==> src/rtl/active_note_tracker_assert.svh <==
// Assertion macros for the active note tracker.
// Used by the RTL files that carry concurrent checks; no other dependencies.
`ifndef ACTIVE_NOTE_TRACKER_ASSERT_SVH
`define ACTIVE_NOTE_TRACKER_ASSERT_SVH
`ifndef SYNTHESIS
`define ANT_ASSERT_SAME(lbl, clk, rst_n, ante, cons) \
	lbl: assert property (@(posedge clk) disable iff (!rst_n) (ante) |-> (cons)) \
		else $error("assertion failed");
`define ANT_ASSERT_NEXT(lbl, clk, rst_n, ante, cons) \
	lbl: assert property (@(posedge clk) disable iff (!rst_n) (ante) |=> (cons)) \
		else $error("assertion failed");
`else
`define ANT_ASSERT_SAME(lbl, clk, rst_n, ante, cons)
`define ANT_ASSERT_NEXT(lbl, clk, rst_n, ante, cons)
`endif
`endif

==> src/rtl/ant_pkg.sv <==
// Shared types and codes for the active note tracker.
// No dependencies; used by ant_cell and active_note_tracker.
`default_nettype none
package ant_pkg;
	localparam int TABLE_DEPTH_DEF = 32;
	localparam int CH_W = 8;
	localparam int DA_W = 7;
	localparam int DB_W = 7;

	localparam logic KIND_PLAY  = 1'b0;
	localparam logic KIND_FLUSH = 1'b1;

	localparam logic [1:0] EV_NOTE = 2'd0;
	localparam logic [1:0] EV_CTRL = 2'd1;

	localparam logic OUT_NOTE = 1'b0;
	localparam logic OUT_CTRL = 1'b1;

	typedef enum logic [1:0] {
		ST_IDLE,
		ST_REMOVE,
		ST_FLUSH
	} state_t;

	typedef struct packed {
		logic            append;
		logic            compare;
		logic [CH_W-1:0] ch;
		logic [DA_W-1:0] pitch;
	} cell_ctl_t;
endpackage
`default_nettype wire

==> src/rtl/ant_cell.sv <==
// One entry of the note table: valid flag, channel, pitch and match flag.
// Depends on ant_pkg; instantiated in a row by active_note_tracker.
`default_nettype none
module ant_cell
	import ant_pkg::*;
(
	input  wire logic            clk,
	input  wire logic            arst_n,
	input  wire cell_ctl_t       ctl,
	input  wire logic            shift,
	input  wire logic            prev_valid,
	input  wire logic            next_valid,
	input  wire logic [CH_W-1:0] next_channel,
	input  wire logic [DA_W-1:0] next_pitch,
	output logic                 valid,
	output logic [CH_W-1:0]      channel,
	output logic [DA_W-1:0]      pitch,
	output logic                 hit
);
	logic            valid_q;
	logic [CH_W-1:0] channel_q;
	logic [DA_W-1:0] pitch_q;
	logic            hit_s1;
	logic            take;

	assign take = ctl.append && prev_valid && !valid_q;

	always_ff @(posedge clk or negedge arst_n) begin
		if (!arst_n) begin
			valid_q <= 1'b0;
			hit_s1  <= 1'b0;
		end else begin
			hit_s1 <= ctl.compare && valid_q && (channel_q == ctl.ch) && (pitch_q == ctl.pitch);
			if (shift) begin
				valid_q <= next_valid;
			end else if (take) begin
				valid_q <= 1'b1;
			end
		end
	end

	always_ff @(posedge clk) begin
		if (shift) begin
			channel_q <= next_channel;
			pitch_q   <= next_pitch;
		end else if (take) begin
			channel_q <= ctl.ch;
			pitch_q   <= ctl.pitch;
		end
	end

	assign valid   = valid_q;
	assign channel = channel_q;
	assign pitch   = pitch_q;
	assign hit     = hit_s1;
endmodule
`default_nettype wire

==> src/rtl/active_note_tracker.sv <==
// Active note tracker top level: handshake, sequencer and the row of cells.
// Depends on ant_pkg, ant_cell and active_note_tracker_assert.svh.
//
// Usage: drive an event word on kind, event_type, channel, data_a, data_b
// and muted with start high; it is taken at a rising edge where busy is low.
// Results appear on out_type, out_channel, out_data_a, out_data_b, overflow
// and last for exactly one cycle each, marked by out_valid; the receiver
// cannot stall, so every marked cycle delivers one word.
// Latency: a result appears in the cycle after the edge that produced it.
// Controller and note-on words leave busy low and a new word may follow at
// once. A note-off raises busy for ST_REMOVE: the cells compare in parallel
// as it is taken, and in ST_REMOVE the table closes the gap with a one-place
// shift. A flush emits one note-off per stored entry, one per cycle, shifting
// the row towards the head; it holds busy until the last entry is emitted.
// Reset clears every entry's valid flag at once, so the table is empty and
// ready in the first cycle after arst_n rises; there is no clearing pass.
`default_nettype none
`include "active_note_tracker_assert.svh"
module active_note_tracker
	import ant_pkg::*;
#(
	parameter int TABLE_DEPTH = TABLE_DEPTH_DEF
) (
	input  wire logic            clk,
	input  wire logic            arst_n,
	input  wire logic            start,
	output logic                 busy,
	input  wire logic            kind,
	input  wire logic [1:0]      event_type,
	input  wire logic [CH_W-1:0] channel,
	input  wire logic [DA_W-1:0] data_a,
	input  wire logic [DB_W-1:0] data_b,
	input  wire logic            muted,
	output logic                 out_valid,
	output logic                 out_type,
	output logic [CH_W-1:0]      out_channel,
	output logic [DA_W-1:0]      out_data_a,
	output logic [DB_W-1:0]      out_data_b,
	output logic                 overflow,
	output logic                 last
);
	localparam logic [TABLE_DEPTH-1:0] ONE = {{(TABLE_DEPTH-1){1'b0}}, 1'b1};

	state_t state_q, state_d;

	logic [TABLE_DEPTH-1:0] valid_w;
	logic [TABLE_DEPTH-1:0] hit_w;
	logic [TABLE_DEPTH-1:0] shift_vec;
	logic [TABLE_DEPTH-1:0] first_hit;
	logic [CH_W-1:0]        chan_w  [TABLE_DEPTH];
	logic [DA_W-1:0]        pitch_w [TABLE_DEPTH];
	cell_ctl_t              ctl;

	logic            accept;
	logic [CH_W-1:0] item_ch_q;
	logic [DA_W-1:0] item_a_q;

	logic            out_valid_q, out_valid_d;
	logic            out_type_q, out_type_d;
	logic [CH_W-1:0] out_channel_q, out_channel_d;
	logic [DA_W-1:0] out_data_a_q, out_data_a_d;
	logic [DB_W-1:0] out_data_b_q, out_data_b_d;
	logic            overflow_q, overflow_d;
	logic            last_q, last_d;

	assign busy      = (state_q != ST_IDLE);
	assign accept    = start && !busy;
	assign first_hit = hit_w & (~hit_w + ONE);

	for (genvar i = 0; i < TABLE_DEPTH; i++) begin : g_cell
		logic            pv;
		logic            nv;
		logic [CH_W-1:0] nch;
		logic [DA_W-1:0] npi;
		if (i == 0) begin : g_head
			assign pv = 1'b1;
		end else begin : g_body
			assign pv = valid_w[i-1];
		end
		if (i == TABLE_DEPTH - 1) begin : g_tail
			assign nv  = 1'b0;
			assign nch = '0;
			assign npi = '0;
		end else begin : g_inner
			assign nv  = valid_w[i+1];
			assign nch = chan_w[i+1];
			assign npi = pitch_w[i+1];
		end
		ant_cell u_cell (
			.clk          (clk),
			.arst_n       (arst_n),
			.ctl          (ctl),
			.shift        (shift_vec[i]),
			.prev_valid   (pv),
			.next_valid   (nv),
			.next_channel (nch),
			.next_pitch   (npi),
			.valid        (valid_w[i]),
			.channel      (chan_w[i]),
			.pitch        (pitch_w[i]),
			.hit          (hit_w[i])
		);
	end

	always_ff @(posedge clk or negedge arst_n) begin
		if (!arst_n) begin
			state_q     <= ST_IDLE;
			out_valid_q <= 1'b0;
		end else begin
			state_q     <= state_d;
			out_valid_q <= out_valid_d;
		end
	end

	always_ff @(posedge clk) begin
		out_type_q    <= out_type_d;
		out_channel_q <= out_channel_d;
		out_data_a_q  <= out_data_a_d;
		out_data_b_q  <= out_data_b_d;
		overflow_q    <= overflow_d;
		last_q        <= last_d;
		if (accept) begin
			item_ch_q <= channel;
			item_a_q  <= data_a;
		end
	end

	always_comb begin
		state_d       = state_q;
		out_valid_d   = 1'b0;
		out_type_d    = out_type_q;
		out_channel_d = out_channel_q;
		out_data_a_d  = out_data_a_q;
		out_data_b_d  = out_data_b_q;
		overflow_d    = overflow_q;
		last_d        = last_q;
		ctl.append    = 1'b0;
		ctl.compare   = 1'b0;
		ctl.ch        = channel;
		ctl.pitch     = data_a;
		shift_vec     = '0;
		unique case (state_q)
			ST_IDLE: begin
				if (accept) begin
					if (kind == KIND_FLUSH) begin
						if (valid_w[0]) begin
							state_d = ST_FLUSH;
						end
					end else if (event_type == EV_CTRL) begin
						out_valid_d   = 1'b1;
						out_type_d    = OUT_CTRL;
						out_channel_d = channel;
						out_data_a_d  = data_a;
						out_data_b_d  = data_b;
						overflow_d    = 1'b0;
						last_d        = 1'b1;
					end else if (event_type == EV_NOTE) begin
						if (data_b != '0) begin
							if (!muted) begin
								ctl.append    = !valid_w[TABLE_DEPTH-1];
								out_valid_d   = 1'b1;
								out_type_d    = OUT_NOTE;
								out_channel_d = channel;
								out_data_a_d  = data_a;
								out_data_b_d  = data_b;
								overflow_d    = valid_w[TABLE_DEPTH-1];
								last_d        = 1'b1;
							end
						end else begin
							ctl.compare = 1'b1;
							state_d     = ST_REMOVE;
						end
					end
				end
			end
			ST_REMOVE: begin
				shift_vec = ~(first_hit - ONE);
				if (|hit_w) begin
					out_valid_d   = 1'b1;
					out_type_d    = OUT_NOTE;
					out_channel_d = item_ch_q;
					out_data_a_d  = item_a_q;
					out_data_b_d  = '0;
					overflow_d    = 1'b0;
					last_d        = 1'b1;
				end
				state_d = ST_IDLE;
			end
			ST_FLUSH: begin
				shift_vec     = '1;
				out_valid_d   = 1'b1;
				out_type_d    = OUT_NOTE;
				out_channel_d = chan_w[0];
				out_data_a_d  = pitch_w[0];
				out_data_b_d  = '0;
				overflow_d    = 1'b0;
				last_d        = !valid_w[1];
				if (!valid_w[1]) begin
					state_d = ST_IDLE;
				end
			end
			default: begin
				state_d = ST_IDLE;
			end
		endcase
	end

	assign out_valid   = out_valid_q;
	assign out_type    = out_type_q;
	assign out_channel = out_channel_q;
	assign out_data_a  = out_data_a_q;
	assign out_data_b  = out_data_b_q;
	assign overflow    = overflow_q;
	assign last        = last_q;

	`ANT_ASSERT_SAME(a_valid_prefix, clk, arst_n, 1'b1, (valid_w & (valid_w + ONE)) == '0)
	`ANT_ASSERT_SAME(a_flush_nonempty, clk, arst_n, state_q == ST_FLUSH, valid_w[0])
	`ANT_ASSERT_NEXT(a_flush_emits, clk, arst_n, state_q == ST_FLUSH, out_valid)
	`ANT_ASSERT_NEXT(a_remove_one, clk, arst_n, (state_q == ST_REMOVE) && (|hit_w),
		$countones(valid_w) + 1 == $countones($past(valid_w)))
endmodule
`default_nettype wire
==> config.mk <==
export PLATFORM = sky130hd
export DESIGN_NAME = active_note_tracker
export DESIGN_NICKNAME = d
export VERILOG_FILES = /design/src/rtl/ant_pkg.sv /design/src/rtl/ant_cell.sv /design/src/rtl/active_note_tracker.sv
export VERILOG_INCLUDE_DIRS = /design/src /design/src/rtl
export SDC_FILE = /design/constraint.sdc
export NUM_CORES = 1
export LEC_CHECK = 0
export BUFFER_PORTS_ARGS = -buffer_cell sky130_fd_sc_hd__buf_2
export CORE_MARGIN = 4
export CORE_UTILIZATION = 54
export DETAILED_ROUTE_END_ITERATION = 7
export PLACE_DENSITY = 0.67
export SLEW_MARGIN = 20
export SYNTH_ARGS = -nofsm -noshare
export SYNTH_HDL_FRONTEND = slang
export SYNTH_SLANG_ARGS = --single-unit
==> constraint.sdc <==
create_clock -name clk -period 10.9 [get_ports clk]
set_input_delay 0.545 -clock clk [delete_from_list [all_inputs] [get_ports clk]]
set_output_delay 0.545 -clock clk [all_outputs]
set_load 0.02 [all_outputs]
## Yosys cells after proc, flatten, opt, wreduce, memory -nomap -nowiden

Cells that the tools add are included.

- Register bits after elaboration: 587
- Bits of input ports: 29
- Output and inout bits: 27
- Word-level logic and storage cells: 714

- $add $sub $neg: 2
- Equal/unequal tests: 78
- Multiplexer cells: 260
- Bitwise operators: 3
- Reduce and logical (&&, ||, !) cells: 233

Operator list:

| operator | count |
|---|---|
| two-way mux 8 bit | 69 |
| two-way mux 7 bit | 76 |
| equality test 8 bit | 32 |
| equality test 7 bit | 32 |
| logical AND 1 bit | 160 |
| two-way mux 1 bit | 94 |
| nonzero test 2 bit | 33 |
| NOT 32 bit | 2 |
| one-hot mux 32 bit (2 select lines) | 1 |
| one-hot mux 7 bit (3 select lines) | 2 |
| logical NOT 1 bit | 33 |
| adder 32 x 1 -> 32 bit, second input constant | 1 |
| bitwise AND 32 bit | 1 |
| OR reduction 32 bit | 1 |
| subtractor 32 x 1 -> 32 bit, second input constant | 1 |
| two-way mux 2 bit | 12 |
| one-hot mux 8 bit (3 select lines) | 1 |
| inequality test 3 bit, second input constant | 6 |
| one-hot mux 1 bit (3 select lines) | 4 |
| inequality test 2 bit, second input constant | 4 |
| AND reduction 7 bit | 1 |
| nonzero test 7 bit | 1 |
| AND reduction 6 bit | 1 |
| equality test 2 x 1 -> 1 bit, second input constant | 2 |
| 5 further kinds | 6 |

## Longest topological paths before layout

Gate-level depths: netlist of run 1.

- Depth in word-level cells: 12
- Mapped depth: 10
- Depth with buffers taken out: 6

## Modules after synthesis

A second synthesis of run 1 with hierarchy kept.

- Cells, all modules: 2143
- Area total of the unflattened synthesis: 30518.0 um2

By module, submodules not included:

| module | times used | cells each | area an instance (um2) | sequential area each (um2) |
|---|---|---|---|---|
| ant_cell | 32 | 59 | 875.8 | 500.5 |
| active_note_tracker | 1 | 255 | 2491.1 | 1276.2 |

## Worst setup path before layout of run 1

Ideal clock, no wire load.

- Path kind: reg2reg
- Start: register state_q[1]
- End: register last_q, in the netlist last (enable)
- Library setup time: 449 ps
- Arrival: 3102 ps
- Required time: 10451 ps
- Path slack: 7349 ps
- Cell stages (with the launch flop): 6
- Buffers on the path: 2
- Clock period less this slack: 3551 ps
- Path through: dfrtp_1 -> inv_1 -> ha_1 -> clkbuf_1 -> buf_1 -> a221oi_1

- Word-level cells in the longest chain between the ends: 5
- Elaborated cells between the ends (all ways): 14
- Those cells by class: 8 x eq/ne; 6 x reduce/logical

Ends and longest elaborated chain:

| what | line | text |
|---|---|---|
| start, declared | active_note_tracker.sv:44 | `state_t state_q, state_d;` |
| start signal, assigned | active_note_tracker.sv:110 | `state_q <= state_d;` |
| nonzero test 2 bit | active_note_tracker.sv:66 | `assign busy = (state_q != ST_IDLE);` |
| logical NOT 1 bit | active_note_tracker.sv:67 | `assign accept = start && !busy;` |
| logical AND 1 bit | active_note_tracker.sv:67 |  |
| inequality test 2 bit (no source line) | - |  |
| AND reduction 7 bit (no source line) * | - |  |
| end signal, assigned | active_note_tracker.sv:121 | `last_q <= last_d;` |
| end, declared | active_note_tracker.sv:64 | `logic last_q, last_d;` |

Mark *: on every way between the ends. The rest lies on a longest branch, timed or not.
A chain may end at the register's enable or synchronous reset.

## Worst setup path after layout of run 1

- Start: register state_q[0]
- End: register g_cell[26].u_cell.pitch_q[3] (enable)

- Word-level cells in the longest chain between the ends: 8
- Elaborated cells between the ends (all ways): 12
- Those cells by class: 2 x eq/ne; 3 x mux; 7 x reduce/logical

Ends and longest elaborated chain:

| what | line | text |
|---|---|---|
| nonzero test 2 bit | active_note_tracker.sv:66 |  |
| logical NOT 1 bit | active_note_tracker.sv:67 |  |
| logical AND 1 bit | active_note_tracker.sv:67 |  |
| two-way mux 2 bit | active_note_tracker.sv:144 | `if (accept) begin` |
| two-way mux 2 bit | active_note_tracker.sv:142 | `unique case (state_q)` |
| logical AND 1 bit (2 in a row) | ant_cell.sv:26 | `assign take = ctl.append && prev_valid && !valid_q;` |
| nonzero test 2 bit (no source line) * | - |  |
| end signal, assigned | ant_cell.sv:45 | `pitch_q <= next_pitch;` |
| end signal, assigned | ant_cell.sv:48 | `pitch_q <= ctl.pitch;` |
| end, declared | ant_cell.sv:22 | `logic [DA_W-1:0] pitch_q;` |

Marks and branches as above.

==> results.ini, run 1 <==
[critical_path]
slowest_stage=and4b_1
critPathMaxFanout=25
endpoint_kind=flop
timing.rr.end=g_cell[26].u_cell.pitch[3]
path_cells=inv_1 > ha_1 > buf_4 > nor4_4 > and4b_1 > a31oi_2 > a31o_2
reg2reg_slack_ns=7.10
critPathKind=flop to flop
arrival_ns=4.12
worst_setup_path_start_kind=flop
critPathTopFamily=simple AND/OR/NAND/NOR gates
required_ns=11.22
cpPeakStageDelay_ns=0.83
reg2reg_depth=7
crit_buf_inv=2
r2r_start=state_q[0]

[global_routing]
track_usage_pct=23.47
grt_pass1_vias=18830
grt_pass1_wl_um=111000
gr-total-overflow=0
grt_max_degree=68
use_met3_pct=4.114
top_usage_layer=met2
antenna_found_initial=2
grt_util_met1_pct=31.06
met2_usage_pct=39.71

[pwr]
p_clk_share_pct=27.9
power_switching_mw=2.410
pwr-share-seq_pct=46.1
power.internal_mw=5.384
p_leak_nw=11.30
comb_power_share_pct=26.0
powerDensity_nw_per_um2=231.3
swShare_pct=30.92
peakVddDrop_mv=0.1327

[finish]
fin_cells=3036
final_nets=2264
post-route-util_pct=59.87
area_delta_synth_final_pct=10.04
drive_gt1_share_pct=28.17
fillers=4403

[place]
portBuffers=55
pre_cts_ws_ns=6.987
routabilityCongestion=0.8181
dp_cells=2918
hpwl_um=46170

[clock_network]
path_clk_slew_ns=0.06
cts_sinks=587
cts.htree.levels=3
cts_tree=built
cts_resized=0
post_cts_buffers=0
cts_made_buffers=67
cts_root_buf=clkbuf_16
holdBufCountCts=0
clk_path_buf_depth=3
clk_latency_ns=0.60

[routing]
wl_um=71290
detail-route-antenna-nets=0
viasPerCell=5.948
dr.pass1.iters=5
wl_per_cell_um=23.48
drc_errors=0
drtIter0Drc=1163
vias=18060

[timing]
maxSlewViolCount=0
hold_violations=0
setup_ws_ns=7.100
finalSetupViolations=0
layout_min_cycle_time_ns=3.800
tightest_slew_ns=1.084
fin_skew_ns=0.02954
finalCritPeriodShare_pct=34.87
slew_headroom_pct=27.49
rsz0062_at_grt=no
tns_ns=0
max_freq_mhz=263.1

[yosys]
synth_flop_cell=edfxtp_1
synth_fp_nets=2279
synth_edf_count=505
ys_seq_area_share_pct=55.98
async_flop_share_pct=11.41
yosys_warnings=0
syn_area_um2=30620
synthCells=2246
synth_cell_types=58
syn_avg_cell_area_um2=13.63
ys_ff_latch=587

[floorplanning]
die_h_um=246.1
core_um2=56280
die_x_um=246.1
num_rows=87
dieArea_um2=60580
start_util_pct=54.41
ios=56

[run]
cap_viol_max_count=0

[run_status]
outcome=completed

[min_path]
min_path_type=input port to asynchronous set/reset pin

through the flow:
stage	total power [mW]	cell area (um^2)	hold slack (ns)
6_report	7.794	33690	0.09824
5_1_grt	8.151	33690	0.1403
4_1_cts	7.834	33660	0.1060
3_5_place_dp	5.644	31560	0.4948
3_3_place_gp	5.590	31520	0.4836
2_1_floorplan	5.060	30620	0.2494
cell type report:
type	count	area [um^2]	area share, %
flip-flops and latches	587	17140	50.88
well taps	756	945.9	2.807
clock inverters	20	143.9	0.4271
clock buffers	97	1963	5.827
diodes	1	2.502	0.007427
repair buffers	92	593.1	1.760
multi-input cells	1459	12810	38.03
inverters	24	90.09	0.2674
cells by family after synthesis:
logic type,share of synthesized area (%)
fa+ha+maj,0.1635
simple gates,5.758
flops,55.98
compound gates,3.972
buf+inv,2.660
mux,17.73
xor+xnor,13.73
cell usage after synthesis (2+ instances only):
library cell,n,share of area [%]
a21oi_1,71,1.2
nand2_1,55,0.67
dfrtp_1,67,5.5
buf_2,42,0.69
o211ai_1,4,0.098
nor4_4,2,0.14
nor4_2,3,0.12
nand3_1,17,0.28
dfxtp_1,15,0.98
inv_1,24,0.29
clkbuf_1,93,1.1
nor4_1,98,2.0
a31oi_2,6,0.25
o21a_1,2,0.049
nor2_1,30,0.37
nand2b_1,4,0.082
or3_1,2,0.041
mux2_1,65,2.4
buf_1,39,0.48
o31a_1,4,0.11
a31o_2,16,0.46
mux2i_1,17,0.56
a31oi_1,9,0.18
nand4_1,64,1.3
o21bai_1,6,0.15
edfxtp_1,505,50
nor2b_1,7,0.14
nand4b_1,2,0.057
o31ai_4,3,0.21
a22oi_1,15,0.37
or4_1,2,0.049
xor2_1,256,7.3
ha_1,4,0.16
o21ai_1,2,0.033
and2_1,4,0.082
mux2_2,402,15
o21ai_0,30,0.49
nor3_1,11,0.18
o31ai_1,6,0.15
xnor2_1,224,6.4
worst max-delay path by stage:
stage	slack, ns	start	end	cells after the start
final	7.10	state_q[0]	g_cell[26].u_cell.pitch[3]	7
after global routing	6.91	state_q[0]	g_cell[23].u_cell.channel[6]	7
after CTS	6.96	state_q[0]	g_cell[2].u_cell.pitch[5]	7
after detailed placement	6.99	state_q[0]	g_cell[3].u_cell.channel[5]	7
after global placement	7.11	state_q[0]	g_cell[9].u_cell.channel[0]	7
after floorplan	7.35	state_q[1]	last	5
worst register-to-register path, stage by stage (launching register included):
cell and delay, ns:
dfrtp_1 0.40, inv_1 0.09, ha_1 0.20, buf_4 0.25, nor4_4 0.58, and4b_1 0.83
a31oi_2 0.61, a31o_2 0.55
sequential cells by signal (all words and copies together) (netlist names):
signal                 count
g_cell.u_cell.channel    256
g_cell.u_cell.pitch      224
g_cell.u_cell.hit         32
g_cell.u_cell.valid       32
item_ch_q                  8
out_channel                8
item_a_q                   7
out_data_a                 7
out_data_b                 7
state_q                    2
last                       1
out_type                   1
out_valid                  1
overflow                   1
power groups by stage:
stage / Clock, mW / Combinational [mW] / Sequential [mW]
2_1_floorplan: 0 / 1.52 / 3.54
5_1_grt: 2.31 / 2.20 / 3.64
4_1_cts: 2.21 / 2.03 / 3.59
6_report: 2.18 / 2.02 / 3.60
3_3_place_gp: 0 / 1.96 / 3.63
3_5_place_dp: 0 / 2.01 / 3.63
per-layer routing:
layer  vias up  routed length, um
met5         -                  0
li1       8276                  -
met1      9172              30950
met2       480              35100
met3       130               3173
met4         0               2065
cells in the final DEF, fill, tap and decap left out, types with 4 or more instances in the layout:
master     Yosys  layout
clkinv_1       0       8
clkbuf_1      93      17
o31a_1         4       4
o31ai_4        3       6
inv_1         24      24
nand2_1       55      55
xnor2_1      224     224
buf_4          1      53
dfrtp_1       67      67
mux2_2       402     402
o211ai_1       4       4
a21oi_1       71      71
a31oi_1        9       4
clkinv_2       0       9
mux2_1        65      65
o21ai_2        1       5
clkbuf_8       0       6
ha_1           4       4
o21bai_2       0       5
nor2b_1        7       7
a31oi_2        6      10
buf_2         42      39
nor3_1        11      11
nand2b_1       4       4
mux2i_1       17      17
dfxtp_1       15      15
a22oi_1       15      15
nor2_1        30      30
xor2_1       256     256
nand4_1       64      64
and2_1         4       4
edfxtp_1     505     505
clkbuf_16      0      72
nand3_1       17      17
a31o_2        16      16
nor4_1        98      98
o21ai_0       30      25
No activity file was read; power rests on OpenSTA's default activity.
==> inputs of run 2 (changes only) <==
Settings changed: ABC_AREA set to 1.
Clock period 10.9 ns to 3.7 ns, I/O delays scaled along.
==> run 2 against run 1 <==
  * Worst setup slack got worse by 6.4 ns
  * Power increased to 2.8 times the previous value
  * Worst hold slack got worse by 0.029 ns
  * Sequential power increased to 2.6 times the previous value
  * Synthesized cell count increased by 60%
  * Global-route usage increased by 8.4 points
  * Wire length increased by 43%
  * Synthesized area increased by 2.1%
  * First-iteration DRC count increased to 2.9 times the previous value
==> results.ini, run 2 <==
[finish]
largest_reg_flops=256
fin_cells=4372
fillers=4910
final_nets=3595
area_delta_synth_final_pct=10.56
drive_gt1_share_pct=8.243
layout_common_cells=734 x nand2_1, 505 x edfxtp_1, 413 x o21ai_0
layout_commonest_cell=nand2_1

[timing]
fin_skew_ns=0.01801
tightest_slew_ns=1.054
tns_ns=0
max_freq_mhz=329.8
hold_violations=0
maxSlewViolCount=0
finalCritPeriodShare_pct=81.94
layout_min_cycle_time_ns=3.032
rsz0062_at_grt=no
finalSetupViolations=0
slew_headroom_pct=29.66
setup_ws_ns=0.6682

[yosys]
synth_cell_types=49
yosys_warnings=0
syn_area_um2=31250
synth_fp_nets=3624
ys_seq_area_share_pct=54.84
synthCells=3591
syn_avg_cell_area_um2=8.704
synth_most_common_cell=nand2_1
async_flop_share_pct=11.41
ys_ff_latch=587
yosysTopAreaCell=edfxtp_1
synth_edf_count=505
synthTopCellsByCount=734 x nand2_1, 505 x edfxtp_1, 420 x o21ai_0
yosysTopAreaCellShare_pct=48.52
synth_area_leaders=edfxtp_1 49%, nand2_1 8.8%, o21ai_0 6.7%, o22ai_1 6.2%, dfrtp_1 5.4%
synth_flop_cell=edfxtp_1

[place]
portBuffers=55
hpwl_um=66010
pre_cts_ws_ns=0.7257
routabilityCongestion=0.9487
dp_cells=4241

[global_routing]
antenna_found_initial=1
gr-total-overflow=0
grt_pass1_wl_um=153300
track_usage_pct=31.83
grt_pass1_vias=25370
grt_max_degree=56

[critical_path]
required_ns=3.99
reg2reg_depth=5
r2r_start=state_q[1]
cpPeakStageDelay_ns=0.80
timing.rr.end=g_cell[30].u_cell.channel[2]
endpoint_kind=flop
reg2reg_slack_ns=0.67
critPathMaxFanout=32
critPathKind=flop to flop
cp-startpoint=state_q[1]
path_cells=inv_1 > ha_2 > buf_4 > nand2_2 > nand2_1
arrival_ns=3.32
slowest_stage=ha_2
crit_path_end=g_cell[30].u_cell.channel[2]
worst_setup_path_start_kind=flop

[pwr]
power_switching_mw=7.221
p_leak_nw=14.57
power.internal_mw=14.28
p_clk_share_pct=31.2
powerDensity_nw_per_um2=622.1
swShare_pct=33.59
comb_power_share_pct=25.0
peakVddDrop_mv=0.5334
pwr-share-seq_pct=43.8

[clock_network]
post_cts_buffers=0
clk_latency_ns=0.64
cts.htree.levels=2
path_clk_slew_ns=0.07
cts_tree=built
cts_made_buffers=61
clk_path_buf_depth=3
cts_resized=0
cts_sinks=587
cts_root_buf=clkbuf_16
holdBufCountCts=14

[routing]
wl_um=102100
vias=26720
viasPerCell=6.111
drtIter0Drc=3388
wl_per_cell_um=23.35
detail-route-antenna-nets=0
drc_errors=0
dr.pass1.iters=6

[run]
cap_viol_max_count=0

[floorplanning]
num_rows=87
core_um2=56820
die_h_um=248.6
start_util_pct=55.01
die_x_um=248.6
ios=56
dieArea_um2=61790

[min_path]
min_path_type=input port to flop
min_path_cells=5

[run_status]
outcome=completed

-- run 2: per-stage QoR --
step                hold slack (ns)  total power, mW  area [um^2]  util, %
global route                0.07075            22.46        34550    60.81
CTS                         0.02130            21.40        34540    60.79
floorplan                   -0.1106            13.05        31260        -
global placement             0.2484            14.57        32240    56.74
detailed placement           0.2445            14.74        32240    56.74
finish                      0.06917            21.50        34550    60.81
-- run 2: routing by layer --
layer | global-route usage, % | share of wire (%) | vias to the layer above
met5 | 0 | 0 | -
met4 | 12.65 | 4.7 | 0
met3 | 7.064 | 12 | 307
met2 | 49.98 | 44 | 1713
met1 | 43.45 | 39 | 12510
li1 | - | - | 12190
-- run 2: worst max-delay path, delay by kind of cell (launching register included) --
| family | cells | cell delay, ns |
|---|---|---|
| buf+inv | 2 | 0.51 |
| simple gates | 2 | 0.94 |
| fa+ha+maj | 1 | 0.80 |
| flops | 1 | 0.42 |
-- run 2: layout make-up --
| class | instances | area [um^2] | share of cell area, % |
|---|---|---|---|
| Sequential cell | 587 | 17140 | 49.61 |
| Multi-Input combinational cell | 2321 | 11350 | 32.84 |
| Clock buffer | 77 | 1607 | 4.649 |
| Inverter | 422 | 1587 | 4.591 |
| Timing Repair Buffer | 169 | 1369 | 3.961 |
| Tap cell | 756 | 945.9 | 2.737 |
| Clock inverter | 39 | 555.5 | 1.608 |
| Antenna cell | 1 | 2.502 | 0.007242 |
-- run 2: worst min path at each step --
stage | start | endpoint | slack [ns]
detailed placement | arst_n | g_cell[19].u_cell.valid | 0.24
global route | start | out_valid | 0.07
global placement | arst_n | g_cell[19].u_cell.valid | 0.25
finish | start | out_valid | 0.07
floorplan | arst_n | g_cell[0].u_cell.hit | -0.11
CTS | start | out_valid | 0.02
-- run 2: power by group through the flow --
| stage | Combinational (mW) | Clock (mW) | Sequential [mW] |
|---|---|---|---|
| 2_1_floorplan | 3.57 | 0 | 9.48 |
| 3_3_place_gp | 5.06 | 0 | 9.51 |
| 3_5_place_dp | 5.23 | 0 | 9.52 |
| 4_1_cts | 5.27 | 6.74 | 9.40 |
| 5_1_grt | 5.92 | 7.04 | 9.50 |
| 6_report | 5.37 | 6.70 | 9.42 |
-- run 2: cells by family after synthesis --
| group | synth area share [%] |
|---|---|
| fa+ha+maj | 0.1601 |
| simple gates | 16.26 |
| xor+xnor | 2.522 |
| buf+inv | 8.923 |
| flops | 54.84 |
| compound gates | 17.29 |
